### config.mk
export PLATFORM = sky130hd
export DESIGN_NAME = ordered_list_engine
export DESIGN_NICKNAME = d
export VERILOG_FILES = /design/src/hw/rtl/olist_pkg.sv /design/src/hw/rtl/olist_ram.sv /design/src/hw/rtl/olist_alloc.sv /design/src/hw/rtl/ordered_list_engine.sv
export SDC_FILE = /design/constraint.sdc
export NUM_CORES = 2
export LEC_CHECK = 0
export ABC_CLOCK_PERIOD_IN_PS = 6000
export BUFFER_PORTS_ARGS = -buffer_cell sky130_fd_sc_hd__buf_2
export CAP_MARGIN = 15
export CORE_ASPECT_RATIO = 0.75
export CORE_MARGIN = 8
export CORE_UTILIZATION = 35
export CTS_BUF_LIST = sky130_fd_sc_hd__clkbuf_8
export CTS_CLUSTER_SIZE = 10
export DETAILED_ROUTE_END_ITERATION = 12
export PLACE_DENSITY = 0.5
export REMOVE_ABC_BUFFERS = 1
export SLEW_MARGIN = 20
export SYNTH_ARGS = -nofsm -noshare
export SYNTH_HDL_FRONTEND = slang
export SYNTH_SLANG_ARGS = --single-unit
### constraint.sdc
create_clock -name clk -period 6 [get_ports clk]
set_clock_uncertainty 0.2 [all_clocks]
set_input_delay 0.3 -clock clk [delete_from_list [all_inputs] [get_ports clk]]
set_output_delay 0.3 -clock clk [all_outputs]
set_load 0.03 [all_outputs]
### src/hw/rtl/olist_pkg.sv
`timescale 1ns / 1ps

package olist_pkg;

  localparam int DEFAULT_CAPACITY = 32;
  localparam int VALUE_W          = 32;

  typedef enum logic [1:0] {
    MODE_APPEND  = 2'd0,
    MODE_INSERT  = 2'd1,
    MODE_DELETE  = 2'd2,
    MODE_DISPLAY = 2'd3
  } mode_t;

  typedef enum logic [1:0] {
    ST_OK        = 2'd0,
    ST_NOT_FOUND = 2'd1,
    ST_FULL      = 2'd2,
    ST_EMPTY     = 2'd3
  } status_t;

  typedef struct packed {
    mode_t                      mode;
    logic signed [VALUE_W-1:0]  search_key;
    logic signed [VALUE_W-1:0]  data_value;
  } in_item_t;

  typedef struct packed {
    logic signed [VALUE_W-1:0]  out_value;
    status_t                    status;
    logic                       last;
  } out_item_t;

endpackage

### src/hw/rtl/olist_ram.sv
`timescale 1ns / 1ps

// Simple dual-port RAM, registered read; read data holds while re is low.
module olist_ram #(
  parameter int WIDTH = 32,
  parameter int DEPTH = 32,
  localparam int AW   = (DEPTH > 1) ? $clog2(DEPTH) : 1
) (
  input  logic             clk,
  input  logic             we,
  input  logic [AW-1:0]    waddr,
  input  logic [WIDTH-1:0] wdata,
  input  logic             re,
  input  logic [AW-1:0]    raddr,
  output logic [WIDTH-1:0] rdata
);

  logic [WIDTH-1:0] mem [DEPTH];
  logic [WIDTH-1:0] rdata_r;

  always_ff @(posedge clk) begin
    if (we) begin
      mem[waddr] <= wdata;
    end
    if (re) begin
      rdata_r <= mem[raddr];
    end
  end

  assign rdata = rdata_r;

endmodule

### src/hw/rtl/olist_alloc.sv
`timescale 1ns / 1ps

// Free-slot map; offers the lowest free slot.
module olist_alloc #(
  parameter int CAPACITY = olist_pkg::DEFAULT_CAPACITY,
  localparam int AW      = $clog2(CAPACITY)
) (
  input  logic          clk,
  input  logic          rst_n,
  input  logic          take_en,
  input  logic          give_en,
  input  logic [AW-1:0] give_idx,
  output logic [AW-1:0] free_idx
);

  logic [CAPACITY-1:0] free_r;

  always_comb begin
    free_idx = '0;
    for (int i = CAPACITY - 1; i >= 0; i--) begin
      if (free_r[i]) begin
        free_idx = AW'(i);
      end
    end
  end

  always_ff @(posedge clk) begin
    if (!rst_n) begin
      free_r <= '1;
    end else begin
      if (take_en) begin
        free_r[free_idx] <= 1'b0;
      end
      if (give_en) begin
        free_r[give_idx] <= 1'b1;
      end
    end
  end

endmodule

### src/hw/rtl/ordered_list_engine.sv
`timescale 1ns / 1ps

// Bounded doubly linked list of signed 32-bit values held in three entry RAMs
// (value, next link, previous link), with head/tail pointers, an entry count
// and a free-slot map; new entries take the lowest free slot. One transaction
// is handled at a time: in_stall is high from acceptance until the sequencer
// is back in idle. Cost is set by the single registered read port shared by
// the list walk, one linked entry per cycle unless out_stall holds back a
// display result. Append steps through accept, write entry, link and respond.
// Insert-left walks to the matching entry, then writes the new entry, links it
// and responds; delete walks to the match, then unlinks it and responds.
// When nothing matches, insert-left and delete answer after walking the whole
// list. A full list answers append and insert without a walk; an empty list
// answers insert, delete and display without one. Display returns one result
// transaction per element, head first, one per cycle when out_stall is low,
// with last set on the tail element. A result held back by out_stall stalls
// the sequencer. A finished result waits in the output register while the
// next request is accepted. No clearing pass is needed after reset.
module ordered_list_engine #(
  parameter int CAPACITY = olist_pkg::DEFAULT_CAPACITY,
  localparam int AW      = $clog2(CAPACITY),
  localparam int IDX_W   = $clog2(CAPACITY + 1)
) (
  input  logic                 clk,
  input  logic                 rst_n,
  input  logic                 in_valid,
  output logic                 in_stall,
  input  olist_pkg::in_item_t  in_data,
  output logic                 out_valid,
  input  logic                 out_stall,
  output olist_pkg::out_item_t out_data
);

  localparam logic [IDX_W-1:0] NONE = IDX_W'(CAPACITY);
  localparam int VW = olist_pkg::VALUE_W;

  typedef enum logic [2:0] {
    S_IDLE,
    S_WALK,
    S_APP_WR,
    S_APP_LINK,
    S_INS_WR,
    S_INS_LINK,
    S_DEL_WR,
    S_RESP
  } state_t;

  function automatic logic idx_ok(input logic [IDX_W-1:0] x);
    return x < NONE;
  endfunction

  state_t               state_r;
  olist_pkg::mode_t     mode_r;
  logic [VW-1:0]        target_r;   // search key (insert) or value (delete)
  logic [VW-1:0]        val_r;
  logic [IDX_W-1:0]     head_r;
  logic [IDX_W-1:0]     tail_r;
  logic [IDX_W-1:0]     count_r;
  logic [AW-1:0]        cur_r;      // entry whose read data is on the RAM outputs
  logic [AW-1:0]        steps_r;
  logic [AW-1:0]        t_r;        // matched entry
  logic [IDX_W-1:0]     p_r;        // its previous link
  logic [IDX_W-1:0]     nx_r;       // its next link
  logic [AW-1:0]        n_r;        // newly taken slot
  olist_pkg::status_t   status_r;
  logic                 out_valid_r;
  olist_pkg::out_item_t out_data_r;

  // RAM ports
  logic                 rd_en;
  logic [AW-1:0]        rd_addr;
  logic [VW-1:0]        rd_value;
  logic [IDX_W-1:0]     rd_next;
  logic [IDX_W-1:0]     rd_prev;
  logic                 val_we;
  logic [AW-1:0]        val_waddr;
  logic [VW-1:0]        val_wdata;
  logic                 next_we;
  logic [AW-1:0]        next_waddr;
  logic [IDX_W-1:0]     next_wdata;
  logic                 prev_we;
  logic [AW-1:0]        prev_waddr;
  logic [IDX_W-1:0]     prev_wdata;

  // Free map
  logic                 take_en;
  logic                 give_en;
  logic [AW-1:0]        free_idx;

  logic                 out_free;
  logic                 full;
  logic                 is_display;
  logic                 hit;
  logic                 end_walk;

  assign out_free   = !out_valid_r || !out_stall;
  assign full       = count_r >= NONE;
  assign is_display = (mode_r == olist_pkg::MODE_DISPLAY);
  assign hit        = (rd_value == target_r);
  // Walk ends at the tail or after CAPACITY visited entries.
  assign end_walk   = !idx_ok(rd_next) || (steps_r == AW'(CAPACITY - 1));

  assign in_stall  = (state_r != S_IDLE);
  assign out_valid = out_valid_r;
  assign out_data  = out_data_r;

  // Read port: head on acceptance, then chase the next link straight off the RAM.
  always_comb begin
    rd_en   = 1'b0;
    rd_addr = head_r[AW-1:0];
    unique case (state_r)
      S_IDLE: begin
        rd_en   = in_valid && idx_ok(head_r);
        rd_addr = head_r[AW-1:0];
      end
      S_WALK: begin
        rd_addr = rd_next[AW-1:0];
        rd_en   = !end_walk && (is_display ? out_free : !hit);
      end
      default: begin
        rd_en = 1'b0;
      end
    endcase
  end

  // Write ports and free-map commands.
  always_comb begin
    val_we     = 1'b0;
    val_waddr  = free_idx;
    val_wdata  = val_r;
    next_we    = 1'b0;
    next_waddr = free_idx;
    next_wdata = NONE;
    prev_we    = 1'b0;
    prev_waddr = free_idx;
    prev_wdata = tail_r;
    take_en    = 1'b0;
    give_en    = 1'b0;
    unique case (state_r)
      S_APP_WR: begin
        val_we  = 1'b1;
        next_we = 1'b1;
        prev_we = 1'b1;
        take_en = 1'b1;
      end
      S_APP_LINK: begin
        next_we    = idx_ok(tail_r);
        next_waddr = tail_r[AW-1:0];
        next_wdata = IDX_W'(n_r);
      end
      S_INS_WR: begin
        val_we     = 1'b1;
        next_we    = 1'b1;
        next_wdata = IDX_W'(t_r);
        prev_we    = 1'b1;
        prev_wdata = p_r;
        take_en    = 1'b1;
      end
      S_INS_LINK: begin
        prev_we    = 1'b1;
        prev_waddr = t_r;
        prev_wdata = IDX_W'(n_r);
        next_we    = idx_ok(p_r);
        next_waddr = p_r[AW-1:0];
        next_wdata = IDX_W'(n_r);
      end
      S_DEL_WR: begin
        next_we    = idx_ok(p_r);
        next_waddr = p_r[AW-1:0];
        next_wdata = nx_r;
        prev_we    = idx_ok(nx_r);
        prev_waddr = nx_r[AW-1:0];
        prev_wdata = p_r;
        give_en    = 1'b1;
      end
      default: begin
        val_we = 1'b0;
      end
    endcase
  end

  // Sequencer: state and registered outputs.
  always_ff @(posedge clk) begin
    if (!rst_n) begin
      state_r     <= S_IDLE;
      out_valid_r <= 1'b0;
      head_r      <= NONE;
      tail_r      <= NONE;
      count_r     <= '0;
    end else begin
      if (out_valid_r && !out_stall) begin
        out_valid_r <= 1'b0;
      end
      unique case (state_r)
        S_IDLE: begin
          if (in_valid) begin
            mode_r   <= in_data.mode;
            val_r    <= in_data.data_value;
            target_r <= (in_data.mode == olist_pkg::MODE_INSERT) ?
                        in_data.search_key : in_data.data_value;
            cur_r    <= head_r[AW-1:0];
            steps_r  <= '0;
            unique case (in_data.mode)
              olist_pkg::MODE_APPEND: begin
                if (full) begin
                  status_r <= olist_pkg::ST_FULL;
                  state_r  <= S_RESP;
                end else begin
                  state_r <= S_APP_WR;
                end
              end
              olist_pkg::MODE_INSERT: begin
                if (full) begin
                  status_r <= olist_pkg::ST_FULL;
                  state_r  <= S_RESP;
                end else if (!idx_ok(head_r)) begin
                  status_r <= olist_pkg::ST_NOT_FOUND;
                  state_r  <= S_RESP;
                end else begin
                  state_r <= S_WALK;
                end
              end
              olist_pkg::MODE_DELETE: begin
                if (!idx_ok(head_r)) begin
                  status_r <= olist_pkg::ST_NOT_FOUND;
                  state_r  <= S_RESP;
                end else begin
                  state_r <= S_WALK;
                end
              end
              olist_pkg::MODE_DISPLAY: begin
                if (!idx_ok(head_r)) begin
                  status_r <= olist_pkg::ST_EMPTY;
                  state_r  <= S_RESP;
                end else begin
                  state_r <= S_WALK;
                end
              end
            endcase
          end
        end

        S_WALK: begin
          if (is_display) begin
            if (out_free) begin
              out_valid_r          <= 1'b1;
              out_data_r.out_value <= rd_value;
              out_data_r.status    <= olist_pkg::ST_OK;
              out_data_r.last      <= end_walk;
              if (end_walk) begin
                state_r <= S_IDLE;
              end else begin
                cur_r   <= rd_next[AW-1:0];
                steps_r <= steps_r + 1'b1;
              end
            end
          end else if (hit) begin
            t_r  <= cur_r;
            p_r  <= rd_prev;
            nx_r <= rd_next;
            state_r <= (mode_r == olist_pkg::MODE_INSERT) ? S_INS_WR : S_DEL_WR;
          end else if (end_walk) begin
            status_r <= olist_pkg::ST_NOT_FOUND;
            state_r  <= S_RESP;
          end else begin
            cur_r   <= rd_next[AW-1:0];
            steps_r <= steps_r + 1'b1;
          end
        end

        S_APP_WR: begin
          n_r     <= free_idx;
          state_r <= S_APP_LINK;
        end

        S_APP_LINK: begin
          if (!idx_ok(tail_r)) begin
            head_r <= IDX_W'(n_r);
          end
          tail_r   <= IDX_W'(n_r);
          count_r  <= count_r + 1'b1;
          status_r <= olist_pkg::ST_OK;
          state_r  <= S_RESP;
        end

        S_INS_WR: begin
          n_r     <= free_idx;
          state_r <= S_INS_LINK;
        end

        S_INS_LINK: begin
          if (!idx_ok(p_r)) begin
            head_r <= IDX_W'(n_r);
          end
          count_r  <= count_r + 1'b1;
          status_r <= olist_pkg::ST_OK;
          state_r  <= S_RESP;
        end

        S_DEL_WR: begin
          if (!idx_ok(p_r)) begin
            head_r <= nx_r;
          end
          if (!idx_ok(nx_r)) begin
            tail_r <= p_r;
          end
          if (count_r != '0) begin
            count_r <= count_r - 1'b1;
          end
          status_r <= olist_pkg::ST_OK;
          state_r  <= S_RESP;
        end

        S_RESP: begin
          if (out_free) begin
            out_valid_r          <= 1'b1;
            out_data_r.out_value <= '0;
            out_data_r.status    <= status_r;
            out_data_r.last      <= 1'b1;
            state_r              <= S_IDLE;
          end
        end

        default: begin
          state_r <= S_IDLE;
        end
      endcase
    end
  end

  olist_ram #(.WIDTH(VW), .DEPTH(CAPACITY)) u_value_ram (
    .clk   (clk),
    .we    (val_we),
    .waddr (val_waddr),
    .wdata (val_wdata),
    .re    (rd_en),
    .raddr (rd_addr),
    .rdata (rd_value)
  );

  olist_ram #(.WIDTH(IDX_W), .DEPTH(CAPACITY)) u_next_ram (
    .clk   (clk),
    .we    (next_we),
    .waddr (next_waddr),
    .wdata (next_wdata),
    .re    (rd_en),
    .raddr (rd_addr),
    .rdata (rd_next)
  );

  olist_ram #(.WIDTH(IDX_W), .DEPTH(CAPACITY)) u_prev_ram (
    .clk   (clk),
    .we    (prev_we),
    .waddr (prev_waddr),
    .wdata (prev_wdata),
    .re    (rd_en),
    .raddr (rd_addr),
    .rdata (rd_prev)
  );

  olist_alloc #(.CAPACITY(CAPACITY)) u_alloc (
    .clk      (clk),
    .rst_n    (rst_n),
    .take_en  (take_en),
    .give_en  (give_en),
    .give_idx (t_r),
    .free_idx (free_idx)
  );

endmodule
==> Word level (Yosys, flattened, before mapping) <==
Memories as Yosys holds them, arrays and structs flattened. A register that Yosys moved wholly into a read port is not among the register bits.
Cells that the tools add are included.
{ "word_totals": {"output_inout_bits": 37, "ram_bits": 1408, "memories": 3, "reg_bits": 189} }
{ "mem_list": {"columns": ["memory", "depth", "width", "read_ports", "rd_clocked_by_memory_dff", "write_ports", "line_no", "text"], "rows": [
  ["u_value_ram.mem", 32, 32, 1, 1, 1, "olist_ram.sv:18", "logic [WIDTH-1:0] mem [DEPTH];"],
  ["u_next_ram.mem", 32, 6, 1, 1, 1, "olist_ram.sv:18", null],
  ["u_prev_ram.mem", 32, 6, 1, 1, 1, "olist_ram.sv:18", null]
]} }
{ "classes": {"n_mux": 108, "bitwise_logic": 4, "n_eq_ne": 32, "order_cmp": 10, "add_sub_neg": 3, "n_reduce_logical": 39} }
{ "op_table": {"columns": ["op", "n"], "rows": [
  ["$mux 5", 43],
  ["$mux 32", 4],
  ["$mux 35", 3],
  ["$pmux 35 s2", 1],
  ["$pmux 5 s2", 4],
  ["$pmux 6 s2", 3],
  ["$pmux 6 s3", 2],
  ["$and 32x32->32", 1],
  ["$eq 32x32->1", 1],
  ["$not 32->32", 1],
  ["$or 32x32->32", 1],
  ["$lt 6x6->1 const B", 5],
  ["$mux 3", 10],
  ["$mux 6", 5],
  ["$ne 2x2->1 const B", 12],
  ["$mux 2", 9],
  ["$ne 3x3->1 const B", 6],
  ["$pmux 3 s6", 1],
  ["$reduce_and 5->1", 3],
  ["$mux 1", 14],
  ["$eq 3x3->1 const B", 4],
  ["$lt 5x6->1 const B", 2],
  ["$demux 1 s5", 2],
  ["$ge 5x1->1 const B", 2],
  ["29 further kinds", 57]
]} }

==> Depth between registers and ports, before layout <==
{ "logic_depth": {"depth_word": 42, "mapped_depth": 12} }

==> Cells and area by module <==
From an unflattened synthesis, not the netlist that was laid out.
{ "unflattened": {"hier_cells": 3745, "area_unflattened_um2": 65387.7} }
{ "modules_own_cells": {"columns": ["module", "cells_each", "seq_area_each_um2", "area_each_um2", "n_inst"], "rows": [
  ["olist_ram (u_value_ram)", 2260, 31710.4, 40807.9, 1],
  ["olist_ram (u_next_ram ...)", 323, 5945.7, 7649.8, 2],
  ["ordered_list_engine", 611, 4494.3, 7419.6, 1],
  ["olist_alloc", 228, 640.6, 1860.5, 1]
]} }

==> Worst setup path before layout <==
Ideal clock, no wire load.
{ "synth_path": {"path_kind": "flip-flop to flip-flop", "from": "register steps_r[0]", "to": "register u_next_ram.rdata_r[0], in the netlist u_next_ram.rdata[0] (read register of u_next_ram.mem), enable pin", "arrival_time_ps": 4732, "setup_slack_ps": 555, "setup_ps": 514, "required_time_ps": 5286, "stages_incl_launch_ff": 7, "cell_sequence": "edfxtp_1 ha_1 and3_1 ha_1 nor2_1 nand2_1 o32ai_1"} }
{ "synth_between": {"elab_chain_cells": 5} }
{ "synth_rtl": {"columns": ["item", "line_no", "text"], "rows": [
  ["from (decl)", "ordered_list_engine.sv:60", "logic [AW-1:0] steps_r;"],
  ["from (signal assigned)", "ordered_list_engine.sv:254", "steps_r <= steps_r + 1'b1;"],
  ["from (signal assigned)", "ordered_list_engine.sv:267", "steps_r <= steps_r + 1'b1;"],
  ["$eq 5x5->1", "ordered_list_engine.sv:101", "assign end_walk = !idx_ok(rd_next) || (steps_r == AW'(CAPACITY - 1));"],
  ["$logic_or 1x1->1", "ordered_list_engine.sv:101", null],
  ["$logic_not 1->1", "ordered_list_engine.sv:118", "rd_en = !end_walk && (is_display ? out_free : !hit);"],
  ["$logic_and 1x1->1", "ordered_list_engine.sv:118", null],
  ["$pmux 1 s2", "ordered_list_engine.sv:111", "unique case (state_r)"],
  ["named net rd_en", "ordered_list_engine.sv:70", "logic rd_en;"],
  ["to (decl)", "olist_ram.sv:19", "logic [WIDTH-1:0] rdata_r;"]
]} }
The timed path passes the listed nets, and every way through them passes these cells.
A chain may end at the register's enable or synchronous reset.

==> Worst setup path after layout <==
{ "layout_path": {"from": "register u_alloc.free_r[2]", "to": "memory u_value_ram.mem[27][4], enable pin"} }
{ "layout_between": {"elab_chain_cells": 3} }
{ "layout_rtl": {"columns": ["item", "line_no", "text"], "rows": [
  ["from (decl)", "olist_alloc.sv:16", "logic [CAPACITY-1:0] free_r;"],
  ["from (signal assigned)", "olist_alloc.sv:29", "free_r <= '1;"],
  ["from (signal, indexed assignment)", "olist_alloc.sv:32", "free_r[free_idx] <= 1'b0;"],
  ["from (signal, indexed assignment)", "olist_alloc.sv:35", "free_r[give_idx] <= 1'b1;"],
  ["$mux 5 (3 in series)", "olist_alloc.sv:21", "if (free_r[i]) begin"],
  ["to (decl)", "olist_ram.sv:18", null]
]} }
Every way passes these cells.

==> flow_metrics.py <==
metrics = {
    "min_path": {
        "hold_path_class": "in2reg",
    },
    "timing": {
        "report.final.slew_viol_count": 0,
        "worst_pin_slew_ns": 1.13,
        "max_freq_mhz": 206,
        "rsz0062_at_grt": "false",
        "setup_viol": 0,
        "maxSlewHeadroom": 0.242,
        "finalHoldViolations": 0,
        "fin_crit_ns": 4.85,
        "period_share": 0.808,
    },
    "global_routing": {
        "grt_max_degree": 94,
        "grt_pass1_vias": 36500,
        "grt_first_pass_wirelength_mm": 278,
        "antenna_found_initial": 5,
        "grt_overflow": 0,
        "grt_use_total": 0.192,
    },
    "power_and_ir_drop": {
        "seq_power_share": 0.435,
        "power_mw": 33.5,
        "combPwrFrac": 0.302,
        "sw_frac_of_total": 0.346,
        "netSwitchingPower_mw": 11.6,
        "power.density_nw_per_um2": 445,
        "worst_ir_drop_vdd_v": 0.000416,
        "p_leak_nw": 24.0,
        "intPower_mw": 21.9,
        "pwr-share-clk": 0.263,
    },
    "run_status": {
        "status": "finished, final reports clean",
    },
    "clock_tree": {
        "cts_root_buf": "clkbuf_8",
        "cts.sinks": 1641,
        "cts_tree": "built",
        "clk_latency_ns": 1.01,
        "clk_pin_slew_ns": 0.07,
        "cts_resized": 0,
        "htree_levels": 5,
        "cts_buffer_depth": 4,
        "cts_buffers": 275,
    },
    "synth": {
        "yosys.area.top_type": "edfxtp_1",
        "synth_top_area_frac": 0.736,
        "synth_cells": 3794,
        "ys_ff_latch": 1641,
        "synth_area_per_cell_um2": 17.1,
        "ys_types": 85,
        "synth_edf_count": 1587,
        "async_flop_share": 0,
        "synth-main-ff-cell": "edfxtp_1",
        "ys_warn_count": 0,
        "ys_seq_area_frac": 0.753,
        "synth.area.top_cells": "edfxtp_1 74%, mux2i_1 11%, o22ai_1 3.4%",
        "netlist_area_um2": 64700,
    },
    "detailed_routing": {
        "wl_mm": 199,
        "drc": 0,
        "vias": 37100,
        "wl_per_cell_um": 29.0,
        "drt_iter0_drc": 3935,
        "viasPerCell": 5.43,
        "antenna_left": 0,
        "first_pass_iters": 8,
    },
    "floorplan": {
        "num_rows": 136,
        "die_h_um": 388,
        "start_util": 0.353,
        "core-area_um2": 183000,
        "die_w_um": 513,
        "io_pins": 107,
        "dieArea_um2": 199000,
    },
    "placed_design": {
        "place_congestion": 0.872,
        "portBuffers": 106,
        "dpl_cell_area_um2": 69100,
        "dp_hpwl_mm": 118,
    },
    "setup_path": {
        "critical_path_peak_fanout": 19,
        "crit_buf_inv": 3,
        "cp_cell_sequence": "inv_1 > a311oi_1 > a21oi_4 > inv_2 > nand3_1 > nor2_4 > buf_4",
        "path_delay_family": "simple AND/OR/NAND/NOR gates",
        "start_kind": "flop",
        "cp.required_ns": 6.48,
        "critPathMaxStageDelay_ns": 1.15,
        "arrival_ns": 5.32,
        "path_class": "reg2reg",
        "cp-end-kind": "flop",
        "cp_slowest_cell": "nor2_4",
    },
    "final_layout": {
        "syn2layout_area_growth_pct": 16.3,
        "drive_above_1_share": 0.163,
        "fin_util": 0.410,
        "fin_nets": 4330,
        "final_area_um2": 75300,
    },
    "run": {
        "maxCapViolations": 0,
    },
}
[cells in the final DEF, fill, tap and decap left out, types with 7 or more instances in the layout]
cell | netlist | final
edfxtp_1 | 1587 | 1587
mux2i_1 | 715 | 715
o22ai_1 | 355 | 355
clkbuf_8 | 0 | 285
dlygate4sd3_1 | 0 | 138
nand2_1 | 128 | 128
inv_1 | 25 | 107
buf_2 | 105 | 106
nor4_1 | 106 | 102
buf_4 | 22 | 98
nor2_1 | 95 | 76
dfxtp_1 | 54 | 54
a21oi_1 | 53 | 52
and2_1 | 45 | 45
clkinv_1 | 0 | 45
o21ai_0 | 54 | 42
xnor2_1 | 36 | 36
mux2_2 | 33 | 33
nor3_1 | 47 | 31
o211ai_1 | 23 | 23
nor3_2 | 7 | 23
buf_12 | 0 | 21
nor2_4 | 0 | 19
clkinv_2 | 0 | 19
nand3_4 | 0 | 16
o211a_1 | 15 | 15
nand2b_1 | 14 | 14
nand4_1 | 13 | 13
nand3_1 | 24 | 13
nor2b_1 | 10 | 9
buf_8 | 0 | 9
nand3b_1 | 8 | 8
diode_2 | 0 | 7
a22oi_1 | 7 | 7
o21ai_2 | 0 | 7
[worst reg2reg max path: stages, from the launching register on]
cell      delay, ns
dfxtp_1        0.62
inv_1          0.31
a311oi_1       0.59
a21oi_4        0.24
inv_2          0.34
nand3_1        0.71
nor2_4         1.15
buf_4          0.35
[logic make-up after synthesis]
family / Yosys count / synth area share
xor+xnor: 39 / 0.00528
mux: 753 / 0.118
simple gates: 544 / 0.0444
fa+ha+maj: 8 / 0.00162
flops: 1641 / 0.753
buf+inv: 222 / 0.0162
compound gates: 587 / 0.0616
[synth_stat cells (all sizes together) (3+ instances only)]
cell    instances
nor2          100
o211a          15
or3b            3
nor3           54
ha              6
a21oi          57
mux2i         720
a21boi          5
o41ai           6
or4             7
o21ai          56
mux2           33
dfxtp          54
o211ai         28
nand2         128
and3            6
nor4          109
nand3b          8
clkbuf         59
nor3b           5
xor2            3
inv            29
edfxtp       1587
a22oi           7
o32ai           4
a31oi           3
xnor2          36
and2           45
buf           134
a211oi          8
nand3          30
nor2b          10
a221o           3
o22ai         355
o21a            5
nand4          13
o221ai          7
nand2b         14
a21o            3
o31ai           3
or2             7
[per-layer routing]
layer	up-vias	GRT usage	wire, µm
li1	16200	-	-
met5	-	0	20
met1	19200	0.294	95100
met4	2	0.0522	4590
met2	1415	0.280	85000
met3	282	0.0350	13800
[power by group through the flow]
stage | clock [mW] | sequential, mW | combinational, mW
floorplan | 0 | 14.6 | 7.28
global placement | 0 | 14.8 | 9.93
detailed placement | 0 | 14.8 | 9.98
CTS | 9.04 | 14.6 | 10.1
global route | 9.52 | 14.6 | 10.7
finish | 8.83 | 14.6 | 10.1
[path summary, 6_finish.rpt]
check | from | end | slack, ns | depth (start not counted)
worst max-delay path | u_alloc.free_r[2]$_SDFF_PN1_ | u_value_ram.mem[27][4]$_DFFE_PP_ | 1.15 | 7
worst min-delay path | in_data[29] | target_r[29]$_DFFE_PP_ | 0.06 | 3
worst max register to register | u_alloc.free_r[2]$_SDFF_PN1_ | u_value_ram.mem[27][4]$_DFFE_PP_ | 1.15 | 7
worst min register to register | cur_r[1]$_DFFE_PP_ | t_r[1]$_DFFE_PP_ | 0.22 | 0
[registers in the layout, indices dropped and copies added (netlist names), 32 cells and up]
signal	cells
val_r	32
u_value_ram.mem	1024
u_next_ram.mem	192
u_value_ram.rdata	32
out_data	35
u_prev_ram.mem	192
u_alloc.free_r	32
target_r	32
[per-stage QoR]
step                      worst slack [ns]  instances  hold slack, ns  TNS (ns)
final                                 1.15       6837          0.0589         0
after global routing                 0.999       6832          0.0312         0
after CTS                             1.26       6820         0.00257         0
after detailed placement              1.32       6243           0.205         0
after global placement                1.45       6241           0.202         0
after floorplan                      -5.49       3601           0.179   -247.75
[area by class of cell]
| type | count | area [µm²] |
|---|---|---|
| timing repair buffer | 375 | 3250 |
| tap | 2415 | 3020 |
| clock buffer | 285 | 3920 |
| antenna | 7 | 17.5 |
| fill | 16600 | 108000 |
| clock inverter | 154 | 679 |
| sequential | 1641 | 48700 |
| inverter | 29 | 124 |
| multi-input combinational | 1931 | 15500 |
[repair_timing]
| action | 4_1_cts | 5_1_grt |
|---|---|---|
| hold buffers | 138 | 0 |
| hold endpoints to repair | 203 | 0 |
| setup buffers | 0 | 0 |
No activity file was read; power rests on OpenSTA's default activity.
